File: config.mk
export PLATFORM = sky130hd
export DESIGN_NAME = thermal_gain_loss_estimator_unit
export DESIGN_NICKNAME = d
export VERILOG_FILES = /design/src/tgle_pkg.sv /design/src/tgle_div.sv /design/src/thermal_gain_loss_estimator_unit.sv
export SDC_FILE = /design/constraint.sdc
export NUM_CORES = 2
export LEC_CHECK = 0
export ABC_AREA = 1
export BUFFER_PORTS_ARGS = -buffer_cell sky130_fd_sc_hd__buf_2
export CORE_MARGIN = 2
export CORE_UTILIZATION = 40
export CTS_BUF_LIST = sky130_fd_sc_hd__clkbuf_4
export CTS_CLUSTER_SIZE = 30
export DETAILED_ROUTE_END_ITERATION = 16
export PLACE_DENSITY = 0.65
export SLEW_MARGIN = 20
export SYNTH_ARGS = -nofsm -noshare
export SYNTH_HDL_FRONTEND = slang
export SYNTH_SLANG_ARGS = --single-unit
File: constraint.sdc
create_clock -name clk -period 9.85 [get_ports clk]
set_input_delay 0.985 -clock clk [delete_from_list [all_inputs] [get_ports clk]]
set_output_delay 0.985 -clock clk [all_outputs]
set_load 0.02 [all_outputs]
File: src/tgle_pkg.sv
// Shared types, constants and the microcode program of the thermal gain/loss estimator.
package tgle_pkg;

  localparam int DT_WIDTH = 24;
  localparam int DEN_W    = (DT_WIDTH > 17) ? DT_WIDTH : 17;
  localparam int NUM_W    = 48;
  localparam int PROD_W   = 63;
  localparam int SUM_W    = 50;
  localparam int PC_W     = 4;

  localparam logic [16:0]        ALPHA_ONE   = 17'd65536;
  localparam logic [16:0]        ALPHA_RESET = 17'd6554;
  localparam logic signed [30:0] MS_HOUR_Q8  = 31'sd921600000;
  localparam logic signed [16:0] MIN_DIFF    = 17'sd25;

  localparam logic signed [62:0] SAT_HI = 63'sd2147483647;
  localparam logic signed [62:0] SAT_LO = -63'sd2147483648;
  localparam logic signed [31:0] INT_MAX = 32'sh7FFFFFFF;
  localparam logic signed [31:0] INT_MIN = 32'sh80000000;

  localparam logic [1:0] KIND_NONE = 2'd0;
  localparam logic [1:0] KIND_GAIN = 2'd1;
  localparam logic [1:0] KIND_LOSS = 2'd2;

  typedef struct packed {
    logic signed [15:0]    prev_temp;
    logic                  prev_valid;
    logic signed [15:0]    now_temp;
    logic                  now_valid;
    logic signed [15:0]    outdoor_temp;
    logic                  outdoor_valid;
    logic [DT_WIDTH-1:0]   elapsed_ms;
    logic                  heater_on;
    logic                  away;
  } in_word_t;

  typedef struct packed {
    logic [1:0]         update_kind;
    logic signed [31:0] gain_rate;
    logic               gain_known;
    logic signed [31:0] loss_coeff;
    logic               loss_known;
  } out_word_t;

  // Sequencer conditions
  localparam logic [2:0] C_NEXT  = 3'd0;
  localparam logic [2:0] C_IN    = 3'd1;
  localparam logic [2:0] C_SKIP  = 3'd2;
  localparam logic [2:0] C_NHEAT = 3'd3;
  localparam logic [2:0] C_DIV   = 3'd4;
  localparam logic [2:0] C_JUMP  = 3'd5;
  localparam logic [2:0] C_OUT   = 3'd6;

  // Multiplier operand selects
  localparam logic [2:0] MUL_NONE = 3'd0;
  localparam logic [2:0] MUL_RATE = 3'd1;
  localparam logic [2:0] MUL_EST  = 3'd2;
  localparam logic [2:0] MUL_NEW  = 3'd3;
  localparam logic [2:0] MUL_OLD  = 3'd4;

  // Divider launches
  localparam logic [1:0] DIV_NONE = 2'd0;
  localparam logic [1:0] DIV_RATE = 2'd1;
  localparam logic [1:0] DIV_LOSS = 2'd2;

  // Register write selects
  localparam logic [2:0] WR_NONE  = 3'd0;
  localparam logic [2:0] WR_RATE  = 3'd1;
  localparam logic [2:0] WR_GROSS = 3'd2;
  localparam logic [2:0] WR_COEFF = 3'd3;
  localparam logic [2:0] WR_SUM   = 3'd4;
  localparam logic [2:0] WR_ACC   = 3'd5;
  localparam logic [2:0] WR_OUT   = 3'd6;

  // Program addresses
  localparam logic [PC_W-1:0] PC_IDLE  = 4'd0;
  localparam logic [PC_W-1:0] PC_CHECK = 4'd1;
  localparam logic [PC_W-1:0] PC_MRATE = 4'd2;
  localparam logic [PC_W-1:0] PC_DRATE = 4'd3;
  localparam logic [PC_W-1:0] PC_WRATE = 4'd4;
  localparam logic [PC_W-1:0] PC_FORK  = 4'd5;
  localparam logic [PC_W-1:0] PC_MEST  = 4'd6;
  localparam logic [PC_W-1:0] PC_GROSS = 4'd7;
  localparam logic [PC_W-1:0] PC_DLOSS = 4'd8;
  localparam logic [PC_W-1:0] PC_WLOSS = 4'd9;
  localparam logic [PC_W-1:0] PC_MNEW  = 4'd10;
  localparam logic [PC_W-1:0] PC_MOLD  = 4'd11;
  localparam logic [PC_W-1:0] PC_EMA   = 4'd12;
  localparam logic [PC_W-1:0] PC_PUT   = 4'd13;

  typedef struct packed {
    logic [2:0]      cond;
    logic [2:0]      mul;
    logic [1:0]      div;
    logic [2:0]      wr;
    logic [PC_W-1:0] target;
  } uword_t;

  function automatic uword_t ucode(input logic [PC_W-1:0] pc);
    uword_t w;
    w = '{cond: C_NEXT, mul: MUL_NONE, div: DIV_NONE, wr: WR_NONE, target: PC_IDLE};
    case (pc)
      PC_IDLE:  w.cond = C_IN;
      PC_CHECK: begin
        w.cond   = C_SKIP;
        w.target = PC_PUT;
      end
      PC_MRATE: w.mul = MUL_RATE;
      PC_DRATE: w.div = DIV_RATE;
      PC_WRATE: begin
        w.cond = C_DIV;
        w.wr   = WR_RATE;
      end
      PC_FORK:  begin
        w.cond   = C_NHEAT;
        w.target = PC_DLOSS;
      end
      PC_MEST:  w.mul = MUL_EST;
      PC_GROSS: begin
        w.wr     = WR_GROSS;
        w.cond   = C_JUMP;
        w.target = PC_MNEW;
      end
      PC_DLOSS: w.div = DIV_LOSS;
      PC_WLOSS: begin
        w.cond = C_DIV;
        w.wr   = WR_COEFF;
      end
      PC_MNEW:  w.mul = MUL_NEW;
      PC_MOLD:  begin
        w.mul = MUL_OLD;
        w.wr  = WR_SUM;
      end
      PC_EMA:   w.wr = WR_ACC;
      PC_PUT:   begin
        w.cond   = C_OUT;
        w.wr     = WR_OUT;
        w.target = PC_IDLE;
      end
      default:  begin
        w.cond   = C_JUMP;
        w.target = PC_IDLE;
      end
    endcase
    return w;
  endfunction

  function automatic logic signed [31:0] sat32(input logic signed [62:0] v);
    if (v > SAT_HI) return INT_MAX;
    else if (v < SAT_LO) return INT_MIN;
    else return $signed(v[31:0]);
  endfunction

  // Apply a sign to an unsigned quotient and saturate.
  function automatic logic signed [31:0] sat_quo(input logic [NUM_W-1:0] q, input logic neg);
    if (neg) begin
      if (q > NUM_W'(64'd2147483648)) return INT_MIN;
      else return $signed(32'd0 - q[31:0]);
    end else begin
      if (q > NUM_W'(64'd2147483647)) return INT_MAX;
      else return $signed(q[31:0]);
    end
  endfunction

endpackage

File: src/tgle_div.sv
// Unsigned restoring divider, two quotient bits per cycle.
module tgle_div (
  input  logic                        clk,
  input  logic                        rst_n,
  input  logic                        start,
  input  logic [tgle_pkg::NUM_W-1:0]  num,
  input  logic [tgle_pkg::DEN_W-1:0]  den,
  output logic                        busy,
  output logic [tgle_pkg::NUM_W-1:0]  quo
);

  localparam int STEPS = tgle_pkg::NUM_W / 2;
  localparam int CNT_W = $clog2(STEPS);

  logic                        busy_r, busy_nxt;
  logic [CNT_W-1:0]            cnt_r, cnt_nxt;
  logic [tgle_pkg::NUM_W-1:0]  num_r, num_nxt;
  logic [tgle_pkg::DEN_W-1:0]  rem_r, rem_nxt;
  logic [tgle_pkg::DEN_W-1:0]  den_r;

  // Two dependent shift-compare-subtract steps; quotient bits fill num from the bottom.
  always_comb begin
    logic [tgle_pkg::DEN_W:0]    t;
    logic [tgle_pkg::NUM_W-1:0]  n;
    logic [tgle_pkg::DEN_W-1:0]  r;
    n = num_r;
    r = rem_r;
    for (int k = 0; k < 2; k++) begin
      t = {r, n[tgle_pkg::NUM_W-1]};
      n = {n[tgle_pkg::NUM_W-2:0], 1'b0};
      if (t >= {1'b0, den_r}) begin
        t    = t - {1'b0, den_r};
        n[0] = 1'b1;
      end
      r = t[tgle_pkg::DEN_W-1:0];
    end
    num_nxt  = n;
    rem_nxt  = r;
    busy_nxt = busy_r;
    cnt_nxt  = cnt_r;
    if (start) begin
      busy_nxt = 1'b1;
      cnt_nxt  = CNT_W'(STEPS - 1);
    end else if (busy_r) begin
      cnt_nxt = cnt_r - 1'b1;
      if (cnt_r == '0) busy_nxt = 1'b0;
    end
  end

  always_ff @(posedge clk) begin
    if (!rst_n) begin
      busy_r <= 1'b0;
      cnt_r  <= '0;
    end else begin
      busy_r <= busy_nxt;
      cnt_r  <= cnt_nxt;
    end
  end

  always_ff @(posedge clk) begin
    if (start) begin
      num_r <= num;
      rem_r <= '0;
      den_r <= den;
    end else if (busy_r) begin
      num_r <= num_nxt;
      rem_r <= rem_nxt;
    end
  end

  assign busy = busy_r;
  assign quo  = num_r;

  a_start_idle: assert property (@(posedge clk) disable iff (!rst_n)
    start |-> !busy_r) else $error("divider launched while busy");

  a_rose_start: assert property (@(posedge clk) disable iff (!rst_n)
    $rose(busy_r) |-> $past(start)) else $error("divider busy without a launch");

  a_finish: assert property (@(posedge clk) disable iff (!rst_n)
    (busy_r && cnt_r == '0 && !start) |=> !busy_r) else $error("divider overran its count");

endmodule

File: src/thermal_gain_loss_estimator_unit.sv
// Top level of the thermal gain/loss estimator: microcoded sequencer and datapath.
// A word is accepted, then checked: a skipped word goes straight to the result register,
// a gain update passes one divide and a loss update two. One word is in work at a time;
// the next can be taken the cycle after the result is registered. Each divide holds the
// sequencer while the shared radix-4 divider runs (48 quotient bits, 2 per cycle).
// Reset (synchronous, rst_n low) clears both estimates and seeds, sets alpha_r to 6554.
module thermal_gain_loss_estimator_unit (
  input  logic                   clk,
  input  logic                   rst_n,
  input  logic                   in_valid,
  output logic                   in_ready,
  input  tgle_pkg::in_word_t     in_word,
  output logic                   out_valid,
  input  logic                   out_ready,
  output tgle_pkg::out_word_t    out_word,
  input  logic                   cfg_wr_en,
  input  logic [16:0]            cfg_wr_data
);

  // ---------------------------------------------------------------------------
  // Sequencer state and datapath registers
  // ---------------------------------------------------------------------------
  logic [tgle_pkg::PC_W-1:0]           pc_r, pc_nxt;
  logic [16:0]                         alpha_r;
  tgle_pkg::in_word_t                  item_r;
  logic signed [31:0]                  gain_acc_r, loss_acc_r;
  logic                                gain_seed_r, loss_seed_r;
  logic signed [31:0]                  rate_r;   // degrees per hour, Q24.8
  logic signed [31:0]                  x_r;      // new EMA sample
  logic signed [tgle_pkg::PROD_W-1:0]  prod_r;
  logic signed [tgle_pkg::SUM_W-1:0]   sum_r;    // alpha * new sample
  logic [1:0]                          kind_r;
  logic                                out_valid_r;
  tgle_pkg::out_word_t                 out_word_r;

  tgle_pkg::uword_t                    cw;
  logic                                in_acc, out_free, stall, no_learn;

  // ---------------------------------------------------------------------------
  // Item decode
  // ---------------------------------------------------------------------------
  logic signed [16:0] dtemp, diff;
  logic [15:0]        dtemp_mag;
  logic [31:0]        rate_mag;
  logic               heat_case, cool_case, est_on;
  logic [16:0]        alpha_eff;

  assign dtemp     = 17'(item_r.now_temp) - 17'(item_r.prev_temp);
  assign diff      = 17'(item_r.now_temp) - 17'(item_r.outdoor_temp);
  assign dtemp_mag = dtemp[16] ? 16'(-dtemp) : dtemp[15:0];
  assign rate_mag  = rate_r[31] ? (32'd0 - rate_r) : rate_r;
  assign heat_case = item_r.heater_on && (dtemp > 17'sd0);
  assign cool_case = !item_r.heater_on && (dtemp < 17'sd0) && (diff > tgle_pkg::MIN_DIFF);
  assign est_on    = loss_seed_r && (diff > 17'sd0);
  assign alpha_eff = (alpha_r > tgle_pkg::ALPHA_ONE) ? tgle_pkg::ALPHA_ONE : alpha_r;

  // Skip on any invalid reading, zero elapsed time, away mode, or no matching regime.
  assign no_learn = !(item_r.prev_valid && item_r.now_valid && item_r.outdoor_valid)
                    || (item_r.elapsed_ms == '0) || item_r.away
                    || !(heat_case || cool_case);

  // ---------------------------------------------------------------------------
  // Control word fetch and step counter
  // ---------------------------------------------------------------------------
  logic div_busy;

  assign cw       = tgle_pkg::ucode(pc_r);
  assign in_ready = (cw.cond == tgle_pkg::C_IN);
  assign in_acc   = in_valid && in_ready;
  assign out_free = !out_valid_r || out_ready;
  assign stall    = ((cw.cond == tgle_pkg::C_IN)  && !in_valid)
                 || ((cw.cond == tgle_pkg::C_DIV) && div_busy)
                 || ((cw.cond == tgle_pkg::C_OUT) && !out_free);

  always_comb begin
    pc_nxt = pc_r + 1'b1;
    case (cw.cond)
      tgle_pkg::C_NEXT:  pc_nxt = pc_r + 1'b1;
      tgle_pkg::C_IN:    pc_nxt = in_valid ? pc_r + 1'b1 : pc_r;
      tgle_pkg::C_SKIP:  pc_nxt = no_learn ? cw.target : pc_r + 1'b1;
      tgle_pkg::C_NHEAT: pc_nxt = !item_r.heater_on ? cw.target : pc_r + 1'b1;
      tgle_pkg::C_DIV:   pc_nxt = div_busy ? pc_r : pc_r + 1'b1;
      tgle_pkg::C_JUMP:  pc_nxt = cw.target;
      tgle_pkg::C_OUT:   pc_nxt = out_free ? cw.target : pc_r;
      default:           pc_nxt = tgle_pkg::PC_IDLE;
    endcase
  end

  // ---------------------------------------------------------------------------
  // Shared multiplier: 32 x 31 signed, product registered
  // ---------------------------------------------------------------------------
  logic signed [31:0]                  mul_a;
  logic signed [30:0]                  mul_b;
  logic signed [tgle_pkg::PROD_W-1:0]  prod;

  always_comb begin
    mul_a = '0;
    mul_b = '0;
    case (cw.mul)
      tgle_pkg::MUL_RATE: begin
        mul_a = $signed({16'b0, dtemp_mag});
        mul_b = tgle_pkg::MS_HOUR_Q8;
      end
      tgle_pkg::MUL_EST: begin
        // Zero operand when the loss estimate does not apply.
        mul_a = est_on ? loss_acc_r : 32'sd0;
        mul_b = 31'(diff);
      end
      tgle_pkg::MUL_NEW: begin
        mul_a = x_r;
        mul_b = $signed({14'b0, alpha_eff});
      end
      tgle_pkg::MUL_OLD: begin
        mul_a = item_r.heater_on ? gain_acc_r : loss_acc_r;
        mul_b = $signed({14'b0, tgle_pkg::ALPHA_ONE - alpha_eff});
      end
      default: begin
        mul_a = '0;
        mul_b = '0;
      end
    endcase
  end

  assign prod = mul_a * mul_b;

  // ---------------------------------------------------------------------------
  // Shared divider: magnitudes in, sign applied on write-back
  // ---------------------------------------------------------------------------
  logic                         div_start;
  logic [tgle_pkg::NUM_W-1:0]   div_num, div_quo;
  logic [tgle_pkg::DEN_W-1:0]   div_den;

  assign div_start = !stall && (cw.div != tgle_pkg::DIV_NONE);

  always_comb begin
    div_num = '0;
    div_den = '0;
    case (cw.div)
      tgle_pkg::DIV_RATE: begin
        div_num = prod_r[tgle_pkg::NUM_W-1:0];
        div_den = tgle_pkg::DEN_W'(item_r.elapsed_ms);
      end
      tgle_pkg::DIV_LOSS: begin
        div_num = tgle_pkg::NUM_W'({rate_mag, 8'b0});
        div_den = tgle_pkg::DEN_W'(diff[15:0]);
      end
      default: begin
        div_num = '0;
        div_den = '0;
      end
    endcase
  end

  tgle_div u_div (
    .clk   (clk),
    .rst_n (rst_n),
    .start (div_start),
    .num   (div_num),
    .den   (div_den),
    .busy  (div_busy),
    .quo   (div_quo)
  );

  // ---------------------------------------------------------------------------
  // Write-back values
  // ---------------------------------------------------------------------------
  logic signed [tgle_pkg::PROD_W-1:0]  est_adj, est_sh, gross_sum;
  logic signed [31:0]                  est_val, gross;
  logic signed [tgle_pkg::SUM_W-1:0]   ema_tot, ema_adj;
  logic signed [31:0]                  ema_val, acc_new;

  // Loss estimate: loss_acc * diff / 256, truncated toward zero.
  assign est_adj   = prod_r + (prod_r[tgle_pkg::PROD_W-1] ? 63'sd255 : 63'sd0);
  assign est_sh    = est_adj >>> 8;
  assign est_val   = tgle_pkg::sat32(est_sh);
  assign gross_sum = tgle_pkg::PROD_W'(rate_r) + tgle_pkg::PROD_W'(est_val);
  assign gross     = tgle_pkg::sat32(gross_sum);

  // EMA: (a*new + (1-a)*old) / 65536 toward zero; lies between old and new.
  assign ema_tot = sum_r + $signed(prod_r[tgle_pkg::SUM_W-1:0]);
  assign ema_adj = ema_tot
                 + $signed({{(tgle_pkg::SUM_W-16){1'b0}}, {16{ema_tot[tgle_pkg::SUM_W-1]}}});
  assign ema_val = $signed(ema_adj[47:16]);

  always_comb begin
    if (item_r.heater_on) acc_new = gain_seed_r ? ema_val : x_r;
    else acc_new = loss_seed_r ? ema_val : x_r;
  end

  // ---------------------------------------------------------------------------
  // Registers
  // ---------------------------------------------------------------------------
  always_ff @(posedge clk) begin
    if (!rst_n) begin
      pc_r        <= tgle_pkg::PC_IDLE;
      alpha_r     <= tgle_pkg::ALPHA_RESET;
      gain_acc_r  <= '0;
      gain_seed_r <= 1'b0;
      loss_acc_r  <= '0;
      loss_seed_r <= 1'b0;
      kind_r      <= tgle_pkg::KIND_NONE;
      out_valid_r <= 1'b0;
    end else begin
      pc_r <= pc_nxt;
      if (cfg_wr_en) alpha_r <= cfg_wr_data;
      if (in_acc) kind_r <= tgle_pkg::KIND_NONE;
      // Commit the EMA into the selected estimate.
      if (!stall && cw.wr == tgle_pkg::WR_ACC) begin
        if (item_r.heater_on) begin
          gain_acc_r  <= acc_new;
          gain_seed_r <= 1'b1;
          kind_r      <= tgle_pkg::KIND_GAIN;
        end else begin
          loss_acc_r  <= acc_new;
          loss_seed_r <= 1'b1;
          kind_r      <= tgle_pkg::KIND_LOSS;
        end
      end
      // Hold the result until taken; free the slot on a take.
      if (!stall && cw.wr == tgle_pkg::WR_OUT) out_valid_r <= 1'b1;
      else if (out_ready) out_valid_r <= 1'b0;
    end
  end

  always_ff @(posedge clk) begin
    if (in_acc) item_r <= in_word;
    if (!stall && cw.mul != tgle_pkg::MUL_NONE) prod_r <= prod;
    if (!stall) begin
      case (cw.wr)
        tgle_pkg::WR_RATE:  rate_r <= tgle_pkg::sat_quo(div_quo, dtemp[16]);
        tgle_pkg::WR_GROSS: x_r <= gross;
        tgle_pkg::WR_COEFF: x_r <= tgle_pkg::sat_quo(div_quo, rate_r > 32'sd0);
        tgle_pkg::WR_SUM:   sum_r <= prod_r[tgle_pkg::SUM_W-1:0];
        tgle_pkg::WR_OUT: begin
          out_word_r.update_kind <= kind_r;
          out_word_r.gain_rate   <= gain_acc_r;
          out_word_r.gain_known  <= gain_seed_r;
          out_word_r.loss_coeff  <= loss_acc_r;
          out_word_r.loss_known  <= loss_seed_r;
        end
        default: ;
      endcase
    end
  end

  assign out_valid = out_valid_r;
  assign out_word  = out_word_r;

  // ---------------------------------------------------------------------------
  // Assertions
  // ---------------------------------------------------------------------------
  a_seed_sticky: assert property (@(posedge clk) disable iff (!rst_n)
    $past(rst_n) |-> !$fell(gain_seed_r) && !$fell(loss_seed_r))
    else $error("seed flag dropped outside reset");

  a_idle_div: assert property (@(posedge clk) disable iff (!rst_n)
    in_ready |-> !div_busy) else $error("taking a word while the divider runs");

  a_kind_known: assert property (@(posedge clk) disable iff (!rst_n)
    out_valid_r |-> (out_word_r.update_kind != tgle_pkg::KIND_GAIN || out_word_r.gain_known)
                 && (out_word_r.update_kind != tgle_pkg::KIND_LOSS || out_word_r.loss_known))
    else $error("update reported for an unseeded estimate");

  a_put_step: assert property (@(posedge clk) disable iff (!rst_n)
    $rose(out_valid_r) |-> $past(pc_r) == tgle_pkg::PC_PUT)
    else $error("result raised outside the output step");

endmodule
Word-level counts from Yosys, hierarchy flattened:

Cells that the tools add are included.

* input port bits: 99
* register bits after elaboration: 514
* logic and storage cells: 195

* $mul: 1
* $lt $le $gt $ge: 14
* muxes and demuxes: 49
* $add $sub $neg: 14
* reduce and logical (&&, ||, !) cells: 48
* bitwise gates (word level): 3
* eq/ne operators: 34

Operators by type and width (number)
* $mux W32: 14
* $pmux W32 S4: 1
* $pmux W31 S4: 1
* $mux W48: 2
* $pmux W48 S2: 1
* $pmux W32 S2: 1
* $sub A1 B32 Y32 const A: 2
* $add A63 B9 Y63: 1
* $mul A32 B31 Y63: 1
* $gt A55 B32 Y1 const B: 1
* $lt A55 B32 Y1 const B: 1
* $add A50 B50 Y50: 1
* $ge A25 B24 Y1: 2
* $add A48 B17 Y48: 1
* $gt A48 B31 Y1 const B: 1
* $gt A48 B32 Y1 const B: 1
* $mux W24: 2
* $pmux W24 S2: 1
* $sub A24 B24 Y24: 2
* $pmux W3 S6: 2
* $gt A17 B1 Y1 const B: 2
* $sub A16 B16 Y17: 2
* $add A32 B32 Y33: 1
* $gt A33 B32 Y1 const B: 1
* other kinds (44): 118

Longest topological paths before layout:

* depth in word-level cells: 10
* depth in mapped cells: 52
* mapped depth without buffers: 52

Modules after synthesis:

A second synthesis with hierarchy kept.

* cells, all modules: 9418
* area, all modules: 72050.4 µm²

Modules (own cells, without submodules)
* thermal_gain_loss_estimator_unit: cells each 8250, times used 1, area an instance 64011.4 µm²
* tgle_div: cells each 1168, times used 1, area an instance 8039.0 µm²

Worst setup path after synthesis:

No wires, ideal clock.

* path type: register to register
* from: reg item_r[44] in the netlist's numbering
* to: reg prod_r[59] in the netlist's numbering (data pin)
* stages on the path, launching flop included: 44
* required time: 9.585 ns
* setup slack: -0.039 ns
* clock period less this slack: 9.889 ns
* setup time: 0.265 ns
* arrival time: 9.624 ns
* cell sequence: edfxtp_1 > inv_1 > ha_1 > inv_1 > fa_1 > xor2_1 > nor3_2 > inv_1 > nor3_1 > inv_1 > nor2_1 > nand2_1 > inv_1 > nor3_1 > nor3_1 > inv_1 > o311ai_4 > buf_4 > [... 8 more ...] > fa_1 > fa_1 > fa_1 > fa_1 > ha_1 > a21oi_1 > inv_1 > a31oi_1 > inv_1 > a211oi_1 > o21ai_0 > nand2_1 > o2111ai_1 > nand2_1 > nand3_1 > a21oi_1 > o21ai_0 > xor2_1

* word-level cells in the longest chain between the ends: 6
* elaborated cells between the ends (all ways): 10
* classes of those cells: 3 x add/sub; 1 x mul; 1 x order compare; 4 x mux; 1 x reduce/logical

RTL lines
* from (decl): line thermal_gain_loss_estimator_unit.sv:25 `tgle_pkg::in_word_t item_r;`
* from (signal assigned): line thermal_gain_loss_estimator_unit.sv:226 `if (in_acc) item_r <= in_word;`
* $sub A16 B16 Y17: line thermal_gain_loss_estimator_unit.sv:49 `assign diff = 17'(item_r.now_temp) - 17'(item_r.outdoor_temp);`
* $gt A17 B1 Y1: line thermal_gain_loss_estimator_unit.sv:54 `assign est_on = loss_seed_r && (diff > 17'sd0);`
* $logic_and A1 B1 Y1: line thermal_gain_loss_estimator_unit.sv:54
* $mux W32: line thermal_gain_loss_estimator_unit.sv:106 `mul_a = est_on ? loss_acc_r : 32'sd0;`
* $pmux W32 S4: line thermal_gain_loss_estimator_unit.sv:99 `case (cw.mul)`
* $mul A32 B31 Y63 *: line thermal_gain_loss_estimator_unit.sv:124 `assign prod = mul_a * mul_b;`
* via prod, one bit: line thermal_gain_loss_estimator_unit.sv:94 `logic signed [tgle_pkg::PROD_W-1:0] prod;`
* to (signal assigned): line thermal_gain_loss_estimator_unit.sv:227 `if (!stall && cw.mul != tgle_pkg::MUL_NONE) prod_r <= prod;`
* to (decl): line thermal_gain_loss_estimator_unit.sv:30 `logic signed [tgle_pkg::PROD_W-1:0] prod_r;`

Mark *: on every way through the listed nets, which the timed path passes. The rest lies on a longest branch.
A chain may end at the register's enable or synchronous reset.

Final worst setup path:

* from: reg item_r[44] in the netlist's numbering
* to: reg prod_r[48] in the netlist's numbering (data pin)

Same word-level chain as after synthesis.

==> impl_metrics.csv <==
group,metric,value,unit
run_status,status,"finished, final reports clean",
grt,grt_use_total,0.290,
timing,setup_violations,0,
worst_setup_path,slowest_stage,"fa_2",
hold_path,hold_class,"in -> reg",
worst_setup_path,crit_start,"item_r[44]$_DFFE_PP_",
timing,post-route-period-util,0.994,
worst_setup_path,required,10680,ps
floorplan,die_w,422,um
cts,clock_sinks,514,
cells_and_area,fin_nets,11300,
routing,via_count,63300,
timing,relSlewSlack,0.238,
synthesis,yosys.area_share.simple,0.203,
timing,fin_crit,9790,ps
worst_setup_path,r2r_cells,51,
worst_setup_path,endpoint_kind,"flop",
timing,max_freq,102,MHz
floorplan,die_h,422,um
cts,path_clk_slew,70,ps
timing,rsz0062_at_grt,"yes",
synthesis,synth_cell_types,80,
cts,tritoncts,"done",
synthesis,syn_area_per_cell,7.99,um2
synthesis,synth_top_family_by_area,"adder cells",
routing,firstDrtPassIters,13,
cts,h-tree-depth,4,
synthesis,synthAdderAreaFrac,0.356,
synthesis,synth_compound_area_frac,0.0876,
synthesis,synthArstFlopShare,0,
worst_setup_path,crit_fanout,4,
synthesis,ys.flop_type,"edfxtp_1",
cells_and_area,final_common_cell,"inv_1",
floorplan,die_area,178000,um2
synthesis,synthCells,8736,
synthesis,synth_top_area_share,0.287,
cts,cts_made_buffers,141,
grt,antenna_found_initial,12,
cts,clockBufferDepth,3,
worst_setup_path,rr_endpoint,"prod_r[48]$_DFFE_PP_",
cts,worstSkewPairLatency,1140,ps
worst_setup_path,startpoint_type,"flop",
routing,drc_errors,0,
synthesis,yosys_warnings,0,
grt,grt_overflow,0,
synthesis,synth_xor_area_frac,0.0265,
worst_setup_path,critical_path.endpoint,"prod_r[48]$_DFFE_PP_",
placement,globalplace.congestion,1.01,
synthesis,yosys-top-cells-area,"fa_1 (29%), edfxtp_1 (17%), inv_1 (11%)",
placement,port_buffers,168,
routing,via_per_inst,5.16,
routing,ant_nets,0,
floorplan,io_pins,169,
placement,dp_hpwl,212,mm
timing,drv_slew,0,
cells_and_area,drive_above_1_share,0.173,
worst_setup_path,crit_type,"reg -> reg",
flow_run,cap_violations,0,
routing,wl_per_cell,21.3,um
cts,ctsRootBufferMaster,"clkbuf_4",
floorplan,start_util,0.402,
cells_and_area,nFillCells,16700,
synthesis,ys_seq_area_frac,0.204,
cells_and_area,areaGrowthSynthToFinish,21.0,%
synthesis,yosysTopAreaCell,"fa_1",
worst_setup_path,r2r-start,"item_r[44]$_DFFE_PP_",
synthesis,syn-cell-area,69800,um2
worst_setup_path,crit_path_frequent_cell,"fa_1",
synthesis,synth-edff-count,394,
worst_setup_path,worstPathArrival,10620,ps
grt,grt_pass1_wl,391,mm
timing,worst_pin_slew,1140,ps
floorplan,core,174000,um2
worst_setup_path,slowest_delay,570,ps
routing,wl,262,mm
worst_setup_path,ff2ff_setup_slack,60,ps
grt,grt_max_degree,78,
grt,grt_pass1_vias,64300,
timing,fin_skew,102,ps
synthesis,synth.area.mux_share,0,
placement,preCtsSetupSlack,-623,ps
synthesis,ys_ff_latch,514,
timing,final-hold-violation-count,0,
timing,finalWorstSetupSlack,64.0,ps
cells_and_area,layout_common_cells,"inv_1 (1,908), nand2_1 (1,792), fa_1 (930)",
floorplan,num_rows,153,
routing,drtIter0Drc,5648,
## worst max-delay path: cells and delay by family (launching register included)
kind                     cells  cell delay, ps
AND/OR/NAND/NOR             14            1510
buffers and inverters       19            1580
flip-flops                   1             370
AO/OA/AOI/OAI                4             660
XOR/XNOR                     3             460
adder cells (fa/ha/maj)     11            4890
## cell usage after synthesis, types with 17 or more instances
library cell  instances
a22oi_1              35
o31ai_1              17
o22ai_1              36
nor3_1               87
or2_2                28
buf_4                18
inv_1              1971
o21ai_0             313
nor2_1              755
edfxtp_1            394
nand4_1              77
o21bai_1             24
dfxtp_1             120
o21ai_1              24
buf_2                52
a21o_1               23
ha_1                388
inv_2                22
nand3b_1             21
a21oi_1             379
xnor2_1              74
a31oi_1              24
nand2_1            1855
nor2_2               25
nor4_1               40
xor2_1              125
fa_1                999
o211ai_1             58
clkbuf_1            142
nand3_1             400
## registers in the layout, summed over array words and instances (netlist names), 2 cells and up
signal and cells:
u_div.den_r 24, item_r 77, loss_acc_r 32, alpha_r 17, rate_r 32, gain_acc_r 32, kind_r 2, pc_r 4
sum_r 50, x_r 32, u_div.cnt_r 5, u_div.rem_r 24, u_div.quo 48, prod_r 63, out_word 68
## logic make-up (layout without fill, tap and decap cells)
kind of cell    count (synthesis)  after routing
buf+inv                      2233           3227
flops                         514            514
fa+ha+maj                    1387           1387
compound gates               1033           1034
xor+xnor                      205            205
simple gates                 3362           3362
other cells                     2            209
## routing by layer
layer	GRT usage	vias to the layer above	share of wire
met1	0.368	31000	0.39
met3	0.0553	620	0.081
li1	-	29100	-
met5	0	-	0.000042
met2	0.469	2581	0.46
met4	0.156	2	0.065
## worst min-delay path by stage
stage                                      from                        to  cells after the start
global route                     cfg_wr_data[5]   alpha_r[5]$_SDFFE_PN0P_                      3
floorplan              gain_seed_r$_SDFFE_PN0P_    out_word[33]$_DFFE_PP_                      0
CTS                             cfg_wr_data[12]  alpha_r[12]$_SDFFE_PN1P_                      3
finish                          cfg_wr_data[12]  alpha_r[12]$_SDFFE_PN1P_                      3
global placement    gain_acc_r[18]$_SDFFE_PN0P_    out_word[52]$_DFFE_PP_                      0
detailed placement  loss_acc_r[25]$_SDFFE_PN0P_    out_word[26]$_DFFE_PP_                      0
## cell type report
cell class / count / area [um2] / area share
multi-input combinational: 6190 / 49900 / 0.591
sequential: 514 / 14200 / 0.169
timing repair buffer: 969 / 7970 / 0.0943
inverter: 2003 / 7590 / 0.0899
tap: 2325 / 2910 / 0.0345
clock buffer: 194 / 1460 / 0.0172
clock inverter: 61 / 374 / 0.00443
antenna: 7 / 17.5 / 0.000207
## per-stage QoR
| step | util | cells | hold WS, ps | instance area, um2 | TNS [ps] |
|---|---|---|---|---|---|
| 2_1_floorplan | - | 8936 | 406 | 70500 | 0 |
| 3_3_place_gp | 0.452 | 11800 | 421 | 78500 | -8810 |
| 3_5_place_dp | 0.452 | 11800 | 421 | 78500 | -11690 |
| 4_1_cts | 0.473 | 12200 | 134 | 82100 | -32.6 |
| 5_1_grt | 0.486 | 12300 | 177 | 84400 | -3310 |
| 6_report | 0.486 | 12300 | 240 | 84400 | 0 |
## what timing repair did
action	CTS	global route
pin swaps	60	332
hold endpoints to repair	77	0
cloned	2	6
buffers inserted	40	60
setup endpoints to repair	39	43
resized for setup	152	426
hold buffers	77	0
Power is left out: the tool's default activity adds up to more than one toggle a clock period on the data nets, which glitch-free logic cannot reach.
